--- config.mk ---
export PLATFORM = sky130hd
export DESIGN_NAME = rtsd_decode
export DESIGN_NICKNAME = d
export VERILOG_FILES = /design/src/hdl/rtsd_pkg.sv /design/src/hdl/rtsd_decode.sv
export SDC_FILE = /design/constraint.sdc
export NUM_CORES = 1
export LEC_CHECK = 0
export ABC_AREA = 0
export BUFFER_PORTS_ARGS = -buffer_cell sky130_fd_sc_hd__buf_4
export CORE_AREA = 2 2 120 122
export CTS_CLUSTER_DIAMETER = 150
export DETAILED_ROUTE_END_ITERATION = 16
export DIE_AREA = 0 0 122 124
export HOLD_SLACK_MARGIN = 0.03
export PLACE_DENSITY_LB_ADDON = 0.1
export SLEW_MARGIN = 20
export SYNTH_ARGS = -nofsm -noshare
export SYNTH_HDL_FRONTEND = slang
export SYNTH_SLANG_ARGS = --single-unit
export TNS_END_PERCENT = 100
--- constraint.sdc ---
create_clock -name clk -period 6.5 [get_ports clk]
set_input_delay 0.975 -clock clk [delete_from_list [all_inputs] [get_ports clk]]
set_output_delay 0.975 -clock clk [all_outputs]
set_load 0.05 [all_outputs]
--- src/hdl/rtsd_pkg.sv ---
package rtsd_pkg;

	localparam int WORD_W     = 16;
	localparam int CFG_IDX_W  = 2;
	localparam int CFG_DATA_W = 16;
	localparam int START_W    = 14;
	localparam int LENGTH_W   = 15;
	localparam int CHAN_W     = 8;
	localparam int FIFO_DEPTH = 4;
	localparam int FIFO_PTR_W = $clog2(FIFO_DEPTH);
	localparam int FIFO_CNT_W = $clog2(FIFO_DEPTH + 1);

	localparam logic [CFG_DATA_W-1:0] TEXTURE_BYTES_RST = 16'h8000;
	localparam logic [WORD_W-1:0]     LITERAL_MASK      = 16'hFF00;
	localparam logic [CHAN_W-1:0]     ALPHA_OPAQUE      = 8'hFF;
	localparam logic [CHAN_W-1:0]     ALPHA_CLEAR       = 8'h00;

	typedef enum logic [CFG_IDX_W-1:0] {
		REG_COMPRESSED_MODE = 2'd0,
		REG_TEXTURE_BYTES   = 2'd1
	} cfg_reg_t;

	typedef struct packed {
		logic [START_W-1:0]  span_start;
		logic [LENGTH_W-1:0] span_length;
		logic [CHAN_W-1:0]   red;
		logic [CHAN_W-1:0]   green;
		logic [CHAN_W-1:0]   blue;
		logic [CHAN_W-1:0]   alpha;
		logic                final_span;
	} span_t;

	typedef struct packed {
		logic [1:0] count;
		span_t      first;
		span_t      second;
	} span_pair_t;

	function automatic span_t make_span(
		input logic [START_W-1:0]  start,
		input logic [LENGTH_W-1:0] len,
		input logic [WORD_W-1:0]   colour,
		input logic                opaque,
		input logic                last
	);
		span_t s;
		s.span_start  = start;
		s.span_length = len;
		s.red         = opaque ? {colour[4:0], 3'b000} : ALPHA_CLEAR;
		s.green       = opaque ? {colour[9:5], 3'b000} : ALPHA_CLEAR;
		s.blue        = opaque ? {colour[14:10], 3'b000} : ALPHA_CLEAR;
		s.alpha       = opaque ? ALPHA_OPAQUE : ALPHA_CLEAR;
		s.final_span  = last;
		return s;
	endfunction

endpackage

--- src/hdl/rtsd_decode.sv ---
module rtsd_decode import rtsd_pkg::*; #(
	parameter int TEXEL_COUNT = 16384
) (
	input  logic                  clk,
	input  logic                  arst_n,
	input  logic                  step,
	input  logic [WORD_W-1:0]     data_word,
	input  logic                  end_of_data,
	input  logic                  compressed_mode,
	input  logic [CFG_DATA_W-1:0] texture_bytes,
	output span_pair_t            spans
);

	localparam int CW = $clog2(TEXEL_COUNT + 1);
	localparam int LW = (CW > WORD_W) ? CW : WORD_W;
	localparam logic [CW-1:0] COUNT_C  = CW'(TEXEL_COUNT);
	localparam logic [17:0]   RAW_NEED = 18'(2 * TEXEL_COUNT);

	typedef enum logic [1:0] {
		PH_SKIP,
		PH_CONTROL,
		PH_LITERAL,
		PH_REPEAT
	} phase_t;

	phase_t       phase_q, phase_d;
	logic [CW-1:0] tw_q, tw_d, tw_mid, left, fill_len;
	logic [1:0]   prefix_q, prefix_d, prefix_inc;
	logic [8:0]   literal_q, literal_d, literal_dec;
	logic [15:0]  repeat_q, repeat_d;
	logic [LW-1:0] dec_len;
	logic         dec_valid, fill_valid;
	span_t        dec_span, fill_span;

	always_comb begin
		phase_d     = phase_q;
		prefix_d    = prefix_q;
		literal_d   = literal_q;
		repeat_d    = repeat_q;
		dec_valid   = 1'b0;
		dec_len     = LW'(1);
		left        = COUNT_C - tw_q;
		prefix_inc  = prefix_q + 2'd1;
		literal_dec = literal_q;
		if (tw_q < COUNT_C) begin
			if (!compressed_mode) begin
				dec_valid = ({2'b00, texture_bytes} >= RAW_NEED);
			end else begin
				unique case (phase_q)
					PH_SKIP: begin
						prefix_d = prefix_inc;
						if (prefix_inc >= 2'd2) begin
							phase_d = PH_CONTROL;
						end
					end
					PH_CONTROL: begin
						if ((data_word & LITERAL_MASK) == LITERAL_MASK) begin
							literal_d = 9'(~data_word + 16'd1);
							phase_d   = PH_LITERAL;
						end else begin
							repeat_d = data_word;
							phase_d  = PH_REPEAT;
						end
					end
					PH_LITERAL: begin
						dec_valid = 1'b1;
						if (literal_q != 9'd0) begin
							literal_dec = literal_q - 9'd1;
						end
						literal_d = literal_dec;
						if (literal_dec == 9'd0) begin
							phase_d = PH_CONTROL;
						end
					end
					PH_REPEAT: begin
						dec_len   = (LW'(repeat_q) < LW'(left)) ? LW'(repeat_q) : LW'(left);
						dec_valid = (dec_len != '0);
						repeat_d  = 16'd0;
						phase_d   = PH_CONTROL;
					end
				endcase
			end
		end
		tw_mid     = dec_valid ? tw_q + CW'(dec_len) : tw_q;
		fill_valid = end_of_data && (tw_mid < COUNT_C);
		fill_len   = COUNT_C - tw_mid;
		tw_d       = tw_mid;
		if (end_of_data) begin
			tw_d      = '0;
			phase_d   = PH_SKIP;
			prefix_d  = 2'd0;
			literal_d = 9'd0;
			repeat_d  = 16'd0;
		end

		dec_span  = make_span(START_W'(tw_q), LENGTH_W'(dec_len), data_word, 1'b1,
			end_of_data && !fill_valid);
		fill_span = make_span(START_W'(tw_mid), LENGTH_W'(fill_len), '0, 1'b0, 1'b1);

		spans.count  = 2'(dec_valid) + 2'(fill_valid);
		spans.first  = dec_valid ? dec_span : fill_span;
		spans.second = fill_span;
		if (!step) begin
			spans.count = 2'd0;
		end
	end

	always_ff @(posedge clk or negedge arst_n) begin
		if (!arst_n) begin
			phase_q   <= PH_SKIP;
			tw_q      <= '0;
			prefix_q  <= 2'd0;
			literal_q <= 9'd0;
			repeat_q  <= 16'd0;
		end else if (step) begin
			phase_q   <= phase_d;
			tw_q      <= tw_d;
			prefix_q  <= prefix_d;
			literal_q <= literal_d;
			repeat_q  <= repeat_d;
		end
	end

endmodule

## Word-level counts from Yosys, hierarchy flattened

Cells that the tools add are included.

| word-level totals | value |
|---|---|
| bits in registers | 44 |

| operators by class | value |
|---|---|
| bitwise operators | 1 |
| equality and inequality tests | 8 |
| $lt $le $gt $ge | 5 |
| add/subtract/negate cells | 7 |
| reduce and logical (&&, ||, !) cells | 16 |
| muxes and demuxes | 36 |

Operators by type and width:

| operator | count |
|---|---|
| $mux 16 | 5 |
| $mux 15 | 5 |
| $mux 9 | 8 |
| $mux 62 | 1 |
| $pmux 16 s2 | 1 |
| $lt 15x15->1 const B | 2 |
| $sub 15x15->15 const A | 2 |
| $mux 2 | 10 |
| $pmux 9 s2 | 1 |
| $ge 16x16->1 const B | 1 |
| $lt 16x15->1 | 1 |
| $reduce_bool 16->1 | 1 |
| $add 15x15->15 | 1 |
| $reduce_and 5->1 | 3 |
| $ne 3x3->1 const B | 4 |
| $add 9x1->9 const B | 1 |
| $logic_not 9->1 | 1 |
| $not 9->9 | 1 |
| $reduce_bool 9->1 | 1 |
| $sub 9x1->9 const B | 1 |
| $eq 8x8->1 const B | 1 |
| $pmux 2 s4 | 1 |
| $reduce_bool 2->1 | 3 |
| $reduce_bool 3->1 | 2 |
| other kinds (11) | 15 |

## Longest topological paths before layout

| logic depth | value |
|---|---|
| depth after elaboration | 13 |
| depth in mapped cells | 28 |

## Worst setup path before layout

No wires, ideal clock.

| path | value |
|---|---|
| kind | register -> output |
| from | reg tw_q[3] |
| to | out spans[62] in the netlist's numbering |
| arrival time | 6,643 ps |
| path slack | -1,118 ps |
| cell stages (with the launch flop) | 25 |
| required time | 5,525 ps |
| cells stage by stage | dfrtp_1 > buf_2 > nor4_1 > nand3_1 > or4_1 > a21o_1 > ha_1 > a21oi_1 > o21ai_0 > a211oi_1 > o21a_1 > clkbuf_1 > clkbuf_1 > nor2_1 > a21oi_1 > nor2_1 > ha_1 > and3_1 > a221oi_1 > xnor2_1 > nor2_1 > or4b_1 > nor3_1 > nor4bb_1 > o31ai_1 |

RTL lines:

| what | line | source |
|---|---|---|
| start, declared | rtsd_decode.sv:27 | `logic [CW-1:0] tw_q, tw_d, tw_mid, left, fill_len;` |
| start signal, assigned | rtsd_decode.sv:117 | `tw_q <= tw_d;` |
| end, declared | rtsd_decode.sv:11 | `output span_pair_t spans` |

==> flow_summary.yaml <==
run_status:
  status: "finished, violations left"
  violations: "negative setup slack"
critical_path:
  cpPeakStageDelay_ns: 0.60
  cp_num_buf_inv: 3
  crit_arrival_ns: 6.16
  cp_top_family: "simple AND/OR/NAND/NOR gates"
  r2r_slack_ns: 0.74
  path_class: "flop to output pin"
  critPathLaunchType: "flop"
  endpoint_kind: "output pin"
  path_max_fanout: 5
  cp.required_ns: 5.52
  slowest_stage: "or4_4"
grt:
  grt_max_degree: 72
  grt_antenna_before_repair: 0
  grt_pass1_vias: 5898
  grt_pass1_wl_um: 31000
  grt_usage_pct: 26.2
  overflow: 0
drt:
  routed_wl_um: 20000
  vias: 6059
  drtAntennaViolNets: 0
  drt-initial-drc-count: 394
  wl_per_cell_um: 17.8
  drt-pass1-iter-count: 6
  post-route-drc-count: 0
  post_drt_via_cell_ratio: 5.40
clock_tree:
  cts_tree: "built"
  ctsLongestPathBuffers: 2
  cts-root-buf: "clkbuf_16"
  cts_buffers: 5
  path_clk_slew_ns: 0.07
  cts_hold_buf: 0
  cts.htree.levels: 2
  cts.sinks: 44
  clkLatencyLatePin_ns: 0.30
logic_synthesis:
  ys_seq_elements: 44
  ys.flop_type: "dfrtp_1"
  synth_cells: 711
  yosys.cell_types.count: 74
  synth.avg_cell_area_um2: 7.63
  synth_async_sr_flop_share_pct: 100
  yosys_warnings: 0
  ys_seq_area_share_pct: 20.3
  synth_edf_count: 0
  syn_area_um2: 5430
cells_and_area:
  fillCellCount: 1208
  synthToLayoutAreaGrowth_pct: 53.5
  final_area_um2: 8330
  final_common_cell: "buf_4"
  drive_gt1_share_pct: 45.0
  finalNetCount: 1011
  num_antenna_cells: 0
  layout_common_cells: "buf_4 (246), nor2_1 (57), dfrtp_1 (43)"
floorplanning:
  dieHeight_um: 124
  dieArea_um2: 15100
  fp-row-count: 43
  start_util_pct: 39.5
  die_w_um: 122
  num_io_pins: 163
  coreArea_um2: 13700
timing:
  max_clock_freq_ghz: 0.140
  period_share_pct: 110
  worst_pin_slew_ns: 0.690
  final_max_slew_viol_count: 0
  fin_tns_setup_ns: -4.74
  timing.hold.ws_ns: 0.521
  hold_viol_final: 0
  slew_headroom_pct: 54.0
  setup_ws_ns: -0.639
  finalClockSkew_ns: 0.00773
  rsz0062_at_grt: "yes"
  fin_crit_ns: 7.14
  setup_viol: 15
placement:
  pre_cts_ws_ns: -0.618
  dp_hpwl_um: 14500
  io_buffers: 105
  place_area_um2: 7160
  gp_congestion: 0.907
power:
  ir_drop_mv: 0.312
  finalPower_mw: 4.42
  power_density_nw_per_um2: 531
  leakage_nw: 4.05
worst_hold_path:
  min_path_type: "flop to flop"
job:
  drv_cap: 0
-- synthesized netlist by cell type (4+ instances only) --
cell / n / area, um2
buf_6: 4 / 45.0
o21ai_0: 49 / 245
and2_1: 16 / 100
o31ai_1: 6 / 45.0
inv_1: 44 / 165
buf_2: 9 / 45.0
xor2_1: 21 / 184
a21oi_1: 37 / 185
nand2b_1: 7 / 43.8
xnor2_1: 29 / 254
mux2i_1: 11 / 110
mux2_2: 8 / 90.1
or4_1: 4 / 30.0
nand4_1: 12 / 75.1
nand3_1: 26 / 130
nor4_1: 10 / 62.6
a22o_1: 7 / 61.3
a31oi_1: 6 / 37.5
o211ai_1: 5 / 37.5
nor2b_1: 4 / 25.0
dfrtp_1: 44 / 1100
nor2_1: 71 / 267
a21o_1: 8 / 60.1
o2bb2ai_1: 4 / 35.0
nand2_1: 41 / 154
buf_4: 52 / 390
ha_1: 33 / 413
clkbuf_1: 34 / 128
o22ai_1: 16 / 100
a211oi_1: 6 / 45.0
nor3_1: 18 / 90.1
-- registers in the layout, indices dropped and copies added (netlist names) --
register   flops
literal_q      9
phase_q        2
prefix_q       2
repeat_q      16
tw_q          15
-- through the flow --
| stage | cells | utilization (%) |
|---|---|---|
| final | 1121 | 60.7 |
| after CTS | 1123 | 59.3 |
| after detailed placement | 1068 | 52.2 |
| after floorplan | 751 | - |
| after global routing | 1121 | 60.7 |
| after global placement | 1068 | 52.2 |
-- final timing paths --
kind,from,to,depth (start not counted)
min in group asynchronous,arst_n,tw_q[0],1
worst max register to register,tw_q[0],tw_q[13],30
worst max-delay path,tw_q[0],spans[124],26
worst min register to register,literal_q[1],literal_q[1],2
worst min-delay path,literal_q[1],literal_q[1],2
max in group asynchronous,arst_n,tw_q[0],1
-- area by class of cell --
| cell class | count | area (um2) | share of cell area (%) |
|---|---|---|---|
| Multi-Input combinational cell | 563 | 4390 | 52.7 |
| Sequential cell | 44 | 1100 | 13.2 |
| Tap cell | 180 | 225 | 2.70 |
| Inverter | 45 | 174 | 2.09 |
| Timing Repair Buffer | 281 | 2270 | 27.3 |
| Clock inverter | 3 | 42.5 | 0.511 |
| Clock buffer | 5 | 125 | 1.50 |
-- where the power goes --
group | switching, mW | internal, mW | total (mW)
registers | 0.0798 | 0.324 | 0.404
clock network | 0.121 | 0.181 | 0.302
logic | 2.18 | 1.54 | 3.72
total | 2.38 | 2.04 | 4.42
-- logic make-up (layout without fill, tap and decap cells) --
group	after synthesis	in the layout	share of synthesized area (%)
mux	23	23	4.75
flops	44	44	20.3
buf+inv	144	334	14.3
fa+ha+maj	34	34	7.98
other cells	2	42	0.138
simple gates	242	242	23.7
compound gates	171	171	20.4
xor+xnor	51	51	8.37
-- what timing repair did --
action | 4_1_cts | 5_1_grt
cloned | 2 | 0
gates resized for setup | 97 | 53
pin swaps | 23 | 39
buffers inserted | 48 | 15
setup endpoints to repair | 21 | 26
-- per-layer routing --
metal	GRT usage, %	share of wire [%]	vias to the layer above	wire length, um
met5	0	0	-	0
met4	9.63	3.1	0	612
met3	3.02	4.5	43	901
met2	44.6	49	211	9760
met1	34.4	44	2934	8730
li1	-	-	2871	-
-- worst register-to-register path: cells and delay by family (launching register included) --
family          cells  cell delay (ns)
xor+xnor            1             0.22
flops               1             0.46
simple gates        5             1.02
buf+inv            11             1.48
fa+ha+maj           2             0.58
compound gates     11             1.91
Power figures use the tool's default switching activity.
