[src/hdl/rtsd_pkg.sv]
package rtsd_pkg;

	localparam int WORD_W     = 16;
	localparam int CFG_IDX_W  = 2;
	localparam int CFG_DATA_W = 16;
	localparam int START_W    = 14;
	localparam int LENGTH_W   = 15;
	localparam int CHAN_W     = 8;
	localparam int FIFO_DEPTH = 4;
	localparam int FIFO_PTR_W = $clog2(FIFO_DEPTH);
	localparam int FIFO_CNT_W = $clog2(FIFO_DEPTH + 1);

	localparam logic [CFG_DATA_W-1:0] TEXTURE_BYTES_RST = 16'h8000;
	localparam logic [WORD_W-1:0]     LITERAL_MASK      = 16'hFF00;
	localparam logic [CHAN_W-1:0]     ALPHA_OPAQUE      = 8'hFF;
	localparam logic [CHAN_W-1:0]     ALPHA_CLEAR       = 8'h00;

	typedef enum logic [CFG_IDX_W-1:0] {
		REG_COMPRESSED_MODE = 2'd0,
		REG_TEXTURE_BYTES   = 2'd1
	} cfg_reg_t;

	typedef struct packed {
		logic [START_W-1:0]  span_start;
		logic [LENGTH_W-1:0] span_length;
		logic [CHAN_W-1:0]   red;
		logic [CHAN_W-1:0]   green;
		logic [CHAN_W-1:0]   blue;
		logic [CHAN_W-1:0]   alpha;
		logic                final_span;
	} span_t;

	typedef struct packed {
		logic [1:0] count;
		span_t      first;
		span_t      second;
	} span_pair_t;

	function automatic span_t make_span(
		input logic [START_W-1:0]  start,
		input logic [LENGTH_W-1:0] len,
		input logic [WORD_W-1:0]   colour,
		input logic                opaque,
		input logic                last
	);
		span_t s;
		s.span_start  = start;
		s.span_length = len;
		s.red         = opaque ? {colour[4:0], 3'b000} : ALPHA_CLEAR;
		s.green       = opaque ? {colour[9:5], 3'b000} : ALPHA_CLEAR;
		s.blue        = opaque ? {colour[14:10], 3'b000} : ALPHA_CLEAR;
		s.alpha       = opaque ? ALPHA_OPAQUE : ALPHA_CLEAR;
		s.final_span  = last;
		return s;
	endfunction

endpackage

[src/hdl/rtsd_span_fifo.sv]
module rtsd_span_fifo import rtsd_pkg::*; (
	input  logic       clk,
	input  logic       arst_n,
	input  span_pair_t push,
	output logic       room,
	output logic       head_valid,
	output span_t      head,
	input  logic       pop
);

	span_t                  mem_q [FIFO_DEPTH];
	logic [FIFO_PTR_W-1:0] wr_ptr_q, rd_ptr_q;
	logic [FIFO_CNT_W-1:0] count_q;
	logic                  do_pop;

	assign head_valid = (count_q != '0);
	assign head       = mem_q[rd_ptr_q];
	assign room       = (count_q <= FIFO_CNT_W'(FIFO_DEPTH - 2));
	assign do_pop     = pop && head_valid;

	always_ff @(posedge clk) begin
		if (push.count != 2'd0) begin
			mem_q[wr_ptr_q] <= push.first;
		end
		if (push.count == 2'd2) begin
			mem_q[wr_ptr_q + FIFO_PTR_W'(1)] <= push.second;
		end
	end

	always_ff @(posedge clk or negedge arst_n) begin
		if (!arst_n) begin
			wr_ptr_q <= '0;
			rd_ptr_q <= '0;
			count_q  <= '0;
		end else begin
			wr_ptr_q <= wr_ptr_q + FIFO_PTR_W'(push.count);
			rd_ptr_q <= rd_ptr_q + FIFO_PTR_W'(do_pop);
			count_q  <= count_q + FIFO_CNT_W'(push.count) - FIFO_CNT_W'(do_pop);
		end
	end

endmodule

[config.mk]
export PLATFORM = sky130hd
export DESIGN_NAME = rtsd_span_fifo
export DESIGN_NICKNAME = d
export VERILOG_FILES = /design/src/hdl/rtsd_pkg.sv /design/src/hdl/rtsd_span_fifo.sv
export SDC_FILE = /design/constraint.sdc
export NUM_CORES = 1
export LEC_CHECK = 0
export BUFFER_PORTS_ARGS = -buffer_cell sky130_fd_sc_hd__buf_2
export CORE_MARGIN = 5
export CORE_UTILIZATION = 50
export DETAILED_ROUTE_END_ITERATION = 10
export GPL_TIMING_DRIVEN = 0
export PLACE_DENSITY = 0.75
export SLEW_MARGIN = 25
export SYNTH_ARGS = -nofsm -noshare
export SYNTH_HDL_FRONTEND = slang
export SYNTH_SLANG_ARGS = --single-unit
export TNS_END_PERCENT = 30
[constraint.sdc]
create_clock -name clk -period 6.7 [get_ports clk]
set_clock_uncertainty 0.05 [all_clocks]
set_input_delay 0.335 -clock clk [delete_from_list [all_inputs] [get_ports clk]]
set_output_delay 0.335 -clock clk [all_outputs]
set_load 0.05 [all_outputs]
# Word level (Yosys, flattened, before mapping)
# Memories as Yosys holds them, arrays and structs flattened.
# Index checks and enable logic that the tools add are counted.
[op_classes] magnitude_cmp=1 n_reduce_logical=3 n_eq_ne=1 muxes=4 n_addsub=5
[op_table] operator="1-bit two-way mux" n=4
[op_table] operator="3-bit by 2-bit adder with 3-bit output" n=1
[op_table] operator="3-bit by 2-bit less-or-equal comparator with 1-bit output (second input constant)" n=1
[op_table] operator="3-bit nonzero test" n=1
[op_table] operator="3-bit by 1-bit subtractor with 3-bit output" n=1
[op_table] operator="2-bit by 1-bit adder with 2-bit output" n=1
[op_table] operator="2-bit by 1-bit adder with 2-bit output (second input constant)" n=1
[op_table] operator="2-bit adder" n=1
[op_table] operator="2-bit == test (second input constant)" n=1
[op_table] operator="2-bit nonzero test" n=1
[op_table] operator="1-bit logical AND" n=1
[word_totals] n_memories=1 register_bits=7 input_bits=129 ramBits=248 wordCells=18 out_inout_bits=64
[mem_list] name="mem_q" depth=4 width=62 read_ports=1 rd_clocked_by_memory_dff=0 wr=2 line="rtsd_span_fifo.sv:11" text="span_t mem_q [FIFO_DEPTH];"

# Depth between registers and ports, before layout
# Gate-level depths: netlist (run 1).
[depth] ltp_word=3 mapped_depth=7

# Least setup slack after synthesis (run 1)
# No wires, ideal clock.
[synth_path] kind="reg2reg" from="register wr_ptr_q[0]" to="memory mem_q[0][0] (netlist bit), enable pin" stages_incl_launch_ff=3 arrival_ps=4995 period_less_slack_ps=5613 slack_ps=1087 path_cell_list="dfrtp_1 > o21bai_1 > o21ai_0"
[synth_lines] item="start: declaration" line="rtsd_span_fifo.sv:12" text="logic [FIFO_PTR_W-1:0] wr_ptr_q, rd_ptr_q;"
[synth_lines] item="start signal: assignment" line="rtsd_span_fifo.sv:36" text="wr_ptr_q <= wr_ptr_q + FIFO_PTR_W'(push.count);"
[synth_lines] item="end: declaration" line="rtsd_span_fifo.sv:11"

==> results.json, run 1 <==
{
  "end_kind": "primary output",
  "power.density_mw_per_mm2": 492,
  "ys_top_cells_by_count": "edfxtp_1, mux2_2, mux4_2",
  "min_period_ns": 2.98,
  "nets": 1010,
  "synth.area.top_cells": "edfxtp_1, mux2_2, mux4_2, dfrtp_1, buf_2",
  "yosysWarnings": 0,
  "cts_tree": "built",
  "cp_max_fo": 10,
  "hpwlAfterDp_mm": 18.3,
  "synth_cells": 640,
  "die_h_um": 167,
  "wl_mm": 27.7,
  "multi_input_area_mm2": 0.00448,
  "setup_viol": 0,
  "avgViaCountPerCell": 5.59,
  "antenna_found_initial": 3,
  "core-area_mm2": 0.0243,
  "synth-seq-cells": 255,
  "grt_pass1_wl_mm": 43.7,
  "synth-seq-area-share_pct": 61.7,
  "fin_hold_ws_ns": 0.0611,
  "synthArstFlopShare_pct": 2.75,
  "drtIter0Drc": 520,
  "synthXorXnorAreaFrac_pct": 0.426,
  "synth_adder_area_share_pct": 0.466,
  "cts_root_buf": "clkbuf_16",
  "track_usage_pct": 19.7,
  "overflow": 0,
  "synth_compound_area_share_pct": 0.375,
  "clock-sinks": 255,
  "initial_core_util_pct": 50.8,
  "finalCritPeriodShare_pct": 44.5,
  "max_cap_violations": 0,
  "numCtsBuffers": 28,
  "slew_headroom_pct": 39.0,
  "wl_per_cell_um": 22.6,
  "worst_pin_slew_ns": 0.911,
  "met1_length_mm": 11.5,
  "syn_nets": 773,
  "maxSlewViolCount": 0,
  "synthSimpleGateAreaFrac_pct": 0.588,
  "synth_cell_types": 27,
  "clock_path_buffers": 3,
  "dr.pass1.iters": 4,
  "status": "finished clean",
  "num_rows": 57,
  "nFillCells": 1776,
  "grt_pass1_vias": 7551,
  "detail-route-antenna-nets": 0,
  "wl_met2_mm": 14.1,
  "cp.arrival_ns": 2.60,
  "synth_top_family_by_area": "multiplexers",
  "fp.dieArea_mm2": 0.0279,
  "regArea_mm2": 0.00762,
  "max_clock_freq_mhz": 335,
  "io_pins": 193,
  "worst_slack_ns": 3.72,
  "post-cts-setup-buffers": 0,
  "insertion_delay_ns": 0.52,
  "io_buffers": 191,
  "htreeDepth": 1,
  "top_layer_used": "met5",
  "syn-cell-area_mm2": 0.0123,
  "required_ns": 6.31,
  "vias": 6845,
  "p_leak_nw": 5.47,
  "wl_met3_mm": 1.57,
  "vdd_drop_max_mv": 0.390,
  "startpoint_type": "flip-flop",
  "yosysTopAreaCell": "edfxtp_1",
  "path_clk_slew_ns": 0.06,
  "synth.area.mux_share_pct": 34.1,
  "pre_cts_ws_ns": 4.16,
  "place_congestion": 0.736,
  "hold_violations": 0,
  "drc_errors": 0,
  "hp-class": "primary input to flip-flop",
  "path_class": "flip-flop to primary output",
  "rsz0062_at_grt": "no",
  "die_w_um": 167,
  "ys.flop_type": "edfxtp_1",
  "synth_edf_count": 248,
  "layout-drive-gt1-share_pct": 67.3,
  "syn_area_per_cell_um2": 19.3,
  "yosys.area.top_type_share_pct": 60.3,
  "areaGrowthSynthToFinish_pct": 22.8,
  "grt_max_degree": 19
}
cell type report:
type	instances	share of cell area (%)
inverters	5	0.124
well taps	324	2.67
diodes	2	0.0330
multi-input cells	337	29.5
flip-flops and latches	255	50.3
plain buffers	43	1.75
clock inverters	22	1.85
repair buffers	207	8.93
clock buffers	30	4.81
critical path: stages (launching register included):
cell	delay (ns)
dfrtp_1	0.32
clkbuf_1	0.45
buf_1	0.62
mux4_2	0.44
buf_2	0.24
where the power goes:
| group | switching [mW] | total (mW) | internal, mW |
|---|---|---|---|
| clock network | 0.617 | 1.67 | 1.05 |
| logic | 2.14 | 3.31 | 1.17 |
| registers | 0.117 | 2.48 | 2.37 |
| total | 2.87 | 7.46 | 4.59 |
flip-flops by register name, summed over array words and instances, names as in the netlist:
| signal | flops |
|---|---|
| wr_ptr_q | 2 |
| rd_ptr_q | 2 |
| count_q | 3 |
| mem_q | 248 |
through the flow:
stage	util [%]	power (mW)	setup TNS (ns)	area, µm²	instances
after floorplan	-	4.89	0	12300	640
after global placement	56.4	5.71	-166.64	13700	1155
after detailed placement	58.1	5.88	0	14100	1170
after CTS	62.3	7.55	0	15200	1223
after global routing	62.3	7.79	0	15200	1225
final	62.3	7.46	0	15200	1225
metal layers:
layer / vias to the layer above / GRT usage, %
met5: - / 0
met4: 2 / 3.88
met3: 30 / 3.61
met2: 189 / 33.6
met1: 3498 / 27.0
li1: 3126 / -
repair_timing:
action | 4_1_cts | 5_1_grt
resized for setup | 0 | 0
hold endpoints to repair | 7 | 0
hold buffers | 1 | 0
cells in the final DEF (no fill, tap or decap), types with 2 or more instances in the layout:
cell | Yosys | routed
inv_1 | 5 | 5
buf_16 | 0 | 13
diode_2 | 0 | 2
nor2_4 | 0 | 2
clkbuf_16 | 0 | 29
buf_6 | 7 | 7
mux2i_1 | 2 | 2
xnor2_1 | 5 | 5
edfxtp_1 | 248 | 248
ha_1 | 3 | 3
mux2_2 | 248 | 248
clkinv_1 | 0 | 4
buf_2 | 22 | 213
buf_8 | 0 | 2
buf_4 | 6 | 6
clkbuf_1 | 6 | 7
dfrtp_1 | 7 | 7
clkinv_2 | 0 | 11
mux4_2 | 62 | 62
bufinv_16 | 0 | 7
cells by family after synthesis:
logic type               count (synthesis)
buffers and inverters                   48
XOR/XNOR                                 6
AO/OA/AOI/OAI                            7
flip-flops                             255
multiplexers                           312
adder cells (fa/ha/maj)                  4
AND/OR/NAND/NOR                          8
path summary, 6_finish.rpt:
path / startpoint / endpoint / slack, ns / cells after the start
setup / recovery: rd_ptr_q[1]$_DFF_PN0_ / head[60] / 3.72 / 4
hold / removal: pop / rd_ptr_q[0]$_DFF_PN0_ / 0.06 / 3
setup reg to reg: wr_ptr_q[1]$_DFF_PN0_ / mem_q[2][30]$_DFFE_PP_ / 4.20 / 7
hold reg to reg: count_q[2]$_DFF_PN0_ / count_q[2]$_DFF_PN0_ / 0.54 / 1
max in group asynchronous: arst_n / wr_ptr_q[1]$_DFF_PN0_ / 6.27 / 2
min in group asynchronous: arst_n / rd_ptr_q[1]$_DFF_PN0_ / 0.17 / 2
Note: power is estimated with default switching activity, not from simulation.
==> run 2: changes to the inputs <==
ABC_AREA = 1   (was unset)
PLACE_DENSITY = 0.77   (was 0.75)
clock period = 2.7 ns   (was 6.7 ns; I/O delays follow)
==> run 2 against run 1 <==
Global-route usage rose by 8.9 points; wire length is 51% higher; flip-flop and latch count stayed put; clock power rose by 130%; combinational power rose to 2.9 times the previous value; final area rose by 11%; first-iteration DRC count rose to 2.7 times the previous value; register-to-register slack lost 4.1 ns; non-clock buffer count is 229 higher; synthesized area up 1.3%; utilization rose by 6.6 points; critical endpoint is now head[59]; largest cell class unchanged.
==> results.json, run 2 <==
{
  "yosysTopAreaCell": "edfxtp_1",
  "vias": 12065,
  "areaGrowthSynthToFinish_pct": 34.7,
  "ys_top_cells_by_count": "o21ai_0, nand2_1, edfxtp_1",
  "final_common_cell": "o21ai_0",
  "path_class": "flip-flop to primary output",
  "synth_cells": 1332,
  "drc_errors": 0,
  "path_clk_slew_ns": 0.06,
  "layout-drive-gt1-share_pct": 16.8,
  "initial_core_util_pct": 51.1,
  "synth-seq-cells": 255,
  "hp-start": "pop",
  "max_cap_violations": 0,
  "synthSimpleGateAreaFrac_pct": 14.3,
  "p_leak_nw": 7.10,
  "syn_nets": 1465,
  "largest_register": "mem_q",
  "maxSlewViolCount": 0,
  "r2r_start": "wr_ptr_q[0]$_DFF_PN0_",
  "synthArstFlopShare_pct": 2.75,
  "num_rows": 57,
  "holdPathEnd": "rd_ptr_q[0]$_DFF_PN0_",
  "yosys.area.top_type_share_pct": 59.5,
  "hold_violations": 0,
  "antenna_found_initial": 3,
  "end_kind": "primary output",
  "grt_max_degree": 37,
  "synth.area.mux_share_pct": 0,
  "place_congestion": 0.858,
  "status": "finished clean",
  "met1_length_mm": 14.3,
  "drtIter0Drc": 1396,
  "synth-seq-area-share_pct": 60.9,
  "clock-sinks": 255,
  "overflow": 0,
  "largest_reg_flops": 248,
  "synth_cell_types": 26,
  "io_pins": 193,
  "htreeDepth": 1,
  "yosysWarnings": 0,
  "cp_max_fo": 10,
  "yosysMostFrequentCell": "o21ai_0",
  "wl_mm": 41.7,
  "max_clock_freq_mhz": 380,
  "cts_tree": "built",
  "setup_viol": 0,
  "synth_adder_area_share_pct": 0.460,
  "wl_met3_mm": 5.05,
  "placedCellCount": 1852,
  "largest_registers": "mem_q: 248 flops, count_q: 3 flops",
  "cp.arrival_ns": 2.45,
  "syn-cell-area_mm2": 0.0125,
  "nets": 1882,
  "hpwlAfterDp_mm": 24.1,
  "instances_no_fill": 2098,
  "avgViaCountPerCell": 5.75,
  "cts_root_buf": "clkbuf_16",
  "r2r-end": "mem_q[0][28]$_DFFE_PP_",
  "power.density_mw_per_mm2": 1170,
  "io_buffers": 192,
  "syn_area_per_cell_um2": 9.39,
  "numCtsBuffers": 28,
  "hp-class": "primary input to flip-flop",
  "synth_compound_area_share_pct": 17.5,
  "synth_top_family_by_area": "compound AO/OA/AOI/OAI gates",
  "final_cell_mix": "o21ai_0, nand2_1, edfxtp_1",
  "synthXorXnorAreaFrac_pct": 0.140,
  "grt_pass1_wl_mm": 64.3,
  "reg2reg_slack_ns": 0.14,
  "ys.flop_type": "edfxtp_1",
  "top_layer_used": "met4",
  "track_usage_pct": 28.6,
  "detail-route-antenna-nets": 0,
  "finalCritPeriodShare_pct": 97.5,
  "fp.dieArea_mm2": 0.0283,
  "insertion_delay_ns": 0.54,
  "worst_pin_slew_ns": 0.677,
  "vdd_drop_max_mv": 0.939,
  "min_path_cells": 4,
  "die_w_um": 168,
  "die_h_um": 168,
  "rsz0062_at_grt": "yes",
  "min_period_ns": 2.63,
  "required_ns": 2.52,
  "core-area_mm2": 0.0245,
  "wl_per_cell_um": 19.9,
  "clock_path_buffers": 3,
  "synth.area.top_cells": "edfxtp_1, o21ai_0, nand2_1, nor2_1, o21ai_1",
  "reg2reg_depth": 4,
  "synth_edf_count": 248,
  "slew_headroom_pct": 54.8,
  "finalCoreUtilization_pct": 68.9,
  "grt_pass1_vias": 12469,
  "crit_start": "rd_ptr_q[0]$_DFF_PN0_",
  "wl_met2_mm": 20.6,
  "dr.pass1.iters": 6,
  "startpoint_type": "flip-flop"
}
## run 2: cell count changes after synthesis, moves of 8 or more
| cell | delta |
|---|---|
| buf_2 | -8 |
| buf_6 | +16 |
| clkbuf_1 | +44 |
| inv_1 | +69 |
| mux2_2 | -248 |
| mux4_2 | -62 |
| nand2_1 | +268 |
| nor2_1 | +185 |
| o21ai_0 | +329 |
| o21ai_1 | +101 |
## run 2: area by class of cell
class | instances | area (µm²)
Fill cell | 1747 | 7610
Antenna cell | 4 | 10.0
Sequential cell | 255 | 7620
Inverter | 75 | 287
Clock buffer | 39 | 763
Clock inverter | 12 | 130
Tap cell | 324 | 405
Buffer | 92 | 562
Multi-Input combinational cell | 910 | 4100
Timing Repair Buffer | 387 | 2970
## run 2: metrics by stage
stage	hold slack (ns)	cell area, µm²	setup WS, ns	power [mW]	setup TNS (ns)
5_1_grt	0.421	16800	-0.0215	20.5	-0.0476
3_3_place_gp	-0.0766	13900	-1.50	15.0	-278.25
6_report	0.400	16800	0.0665	19.7	0
3_5_place_dp	-0.0752	14000	0.242	15.3	0
2_1_floorplan	-0.211	12500	0.00677	12.5	0
4_1_cts	0.368	16800	-0.0364	19.4	-0.0364
## run 2: cell families (layout without fill, tap and decap cells)
logic type	count (synthesis)	after routing
flip-flops	255	255
AO/OA/AOI/OAI	436	436
AND/OR/NAND/NOR	468	468
XOR/XNOR	2	2
buffers and inverters	167	605
other	0	4
adder cells (fa/ha/maj)	4	4
## run 2: routing by layer
| metal | track usage [%] | up-vias |
|---|---|---|
| met3 | 6.05 | 159 |
| met5 | 0 | - |
| met2 | 49.2 | 899 |
| met4 | 12.9 | 0 |
| met1 | 34.8 | 5593 |
| li1 | - | 5414 |
## run 2: worst max-delay path by stage
stage,endpoint,slack (ns)
2_1_floorplan,mem_q[1][0]$_DFFE_PP_,0.007
3_3_place_gp,mem_q[0][30]$_DFFE_PP_,-1.50
3_5_place_dp,mem_q[0][28]$_DFFE_PP_,0.24
4_1_cts,head[61],-0.04
5_1_grt,head[54],-0.02
6_report,head[59],0.07
## run 2: timing repair
item                                   CTS  global route
setup buffers                            0             0
resized for setup                       17            13
setup endpoints to repair               56             9
endpoints found under the hold margin  260             0
hold buffers                           191             0
## run 2: critical path, cell delays in order (launching register included)
cell and delay [ns]:
dfrtp_1 0.42, buf_4 0.24, buf_2 0.28, buf_2 0.31, nor2_1 0.09, o21ai_0 0.27, clkbuf_4 0.30
## run 2: power breakdown
group | total (mW) | switching, mW | internal [mW]
combinational | 9.47 | 7.15 | 2.32
clock | 3.79 | 1.54 | 2.24
sequential | 6.41 | 0.341 | 6.07
total | 19.7 | 9.04 | 10.6
==> run 3: changes to the inputs <==
CORE_UTILIZATION = 52   (was 50)
PLACE_DENSITY = 0.8   (was 0.77)
==> run 3 against run 2 <==
Sequential power about the same; sequential share of layout area increased by 0.40 points; final area decreased by 0.87%; clock power down 12%; highest routed layer unchanged; die area is 3.6% lower; via count fell by 0.41%; wire length is 1.5% lower; combinational power is 0.8% lower; register-to-register slack worse by 0.04 ns; hold slack gained 0.029 ns; global-route usage is 0.91 points higher.
==> results.json, run 3 (synthesis gave the netlist of run 2 again) <==
{
  "drc_errors": 0,
  "largest_register": "mem_q",
  "io_buffers": 192,
  "cp_max_fo": 10,
  "dr.pass1.iters": 6,
  "layout-drive-gt1-share_pct": 16.8,
  "nFillCells": 1622,
  "max_cap_violations": 0,
  "vias": 12016,
  "initial_core_util_pct": 53.0,
  "slowest_stage": "buf_1",
  "largest_registers": "mem_q: 248 flops, count_q: 3 flops",
  "setup_tns_ns": 0,
  "die_w_um": 165,
  "maxSlewViolCount": 0,
  "min_period_ns": 2.70,
  "nets": 1880,
  "insertion_delay_ns": 0.53,
  "largest_reg_flops": 248,
  "cp.arrival_ns": 2.51,
  "critical_path.cell_chain": "clkbuf_4 -> buf_1 -> nor2_1 -> o21ai_0 -> buf_2",
  "io_pins": 193,
  "hp-class": "primary input to flip-flop",
  "cts_tree": "built",
  "num_rows": 56,
  "end_kind": "primary output",
  "place_congestion": 0.828,
  "antenna_found_initial": 2,
  "grt_pass1_vias": 12276,
  "clock-sinks": 255,
  "wl_per_cell_um": 19.7,
  "max_clock_freq_mhz": 371,
  "p_clk_share_pct": 17.4,
  "clock_path_buffers": 3,
  "p_comb_share_pct": 49.1,
  "path_clk_slew_ns": 0.07,
  "power.density_mw_per_mm2": 1150,
  "drtIter0Drc": 1418,
  "finalPower_mw": 19.1,
  "placedCellCount": 1847,
  "instances_no_fill": 2087,
  "final_common_cell": "o21ai_0",
  "setup_viol": 0,
  "core-area_mm2": 0.0236,
  "grt_pass1_wl_mm": 62.4,
  "worst_pin_slew_ns": 0.674,
  "areaGrowthSynthToFinish_pct": 33.5,
  "vdd_drop_max_mv": 0.777,
  "internal_power_mw": 10.2,
  "detail-route-antenna-nets": 0,
  "numCtsBuffers": 26,
  "p_sw_mw": 8.95,
  "track_usage_pct": 29.5,
  "overflow": 0,
  "grt_max_degree": 41,
  "hpwlAfterDp_mm": 23.7,
  "die_h_um": 165,
  "path_class": "flip-flop to primary output",
  "avgViaCountPerCell": 5.76,
  "required_ns": 2.52,
  "p_leak_nw": 7.04,
  "final_cell_mix": "o21ai_0, nand2_1, edfxtp_1",
  "finalCritPeriodShare_pct": 99.9,
  "hold_violations": 0,
  "wl_mm": 41.0,
  "rsz0062_at_grt": "yes",
  "p_sw_share_pct": 46.8,
  "slew_headroom_pct": 55.0,
  "startpoint_type": "flip-flop",
  "cp_slowest_stage_delay_ns": 0.49,
  "status": "finished clean",
  "fp.dieArea_mm2": 0.0273,
  "pwr-share-seq_pct": 33.5,
  "htreeDepth": 1,
  "cts_root_buf": "clkbuf_16"
}
[run 3: layout make-up]
cell class	count	area, µm²	share of cell area [%]
inverter	75	289	1.73
clock inverter	15	67.6	0.405
sequential	255	7620	45.6
tap	319	399	2.39
buffer	92	559	3.35
multi-input combinational	910	4090	24.5
antenna	2	5.00	0.0300
timing repair buffer	387	2970	17.8
clock buffer	32	694	4.16
[run 3: critical path, delay by kind of cell, from the launching register on]
kind            cells  cell delay (ns)
buf+inv             3             1.11
flops               1             0.44
simple gates        1             0.11
compound gates      1             0.32
[run 3: what timing repair did]
item                                    in CTS  in global routing
setup buffers                                0                  0
endpoints found under the setup margin      43                 33
hold buffers                               191                  0
endpoints found under the hold margin      260                  0
gates resized for setup                      7                 15
[run 3: power groups by stage]
stage / combinational (mW) / sequential (mW) / clock (mW)
floorplan: 6.10 / 6.44 / 0
global placement: 8.42 / 6.55 / 0
detailed placement: 8.76 / 6.45 / 0
CTS: 9.16 / 6.38 / 3.30
global route: 9.95 / 6.49 / 3.48
finish: 9.39 / 6.42 / 3.33
[run 3: stage by stage]
step	hold WS [ns]	instance area, µm²	worst slack, ns	util (%)
after floorplan	-0.211	12500	0.00677	-
after global placement	-0.0772	13900	-1.52	58.7
after detailed placement	-0.0741	14000	0.219	59.2
after CTS	0.402	16700	-0.0528	70.6
after global routing	0.409	16700	-0.0333	70.7
final	0.429	16700	0.00326	70.7
[run 3: path summary, 6_finish.rpt]
| check | cells after the start | end | startpoint | slack [ns] |
|---|---|---|---|---|
| max in group asynchronous | 3 | count_q[2]$_DFF_PN0_ | arst_n | 1.84 |
| min in group asynchronous | 3 | count_q[1]$_DFF_PN0_ | arst_n | 0.51 |
| min | 4 | rd_ptr_q[1]$_DFF_PN0_ | pop | 0.43 |
| max reg2reg | 5 | mem_q[1][34]$_DFFE_PP_ | wr_ptr_q[1]$_DFF_PN0_ | 0.10 |
| min reg2reg | 2 | rd_ptr_q[1]$_DFF_PN0_ | rd_ptr_q[1]$_DFF_PN0_ | 0.49 |
| max | 5 | head[4] | rd_ptr_q[0]$_DFF_PN0_ | 0.003 |
[run 3: routing by layer]
layer	GRT usage, %	up-vias	wire [µm]
li1	-	5401	-
met1	36.7	5565	14100
met2	51.2	912	20600
met3	5.34	138	4850
met4	11.8	0	1430
met5	0	-	0
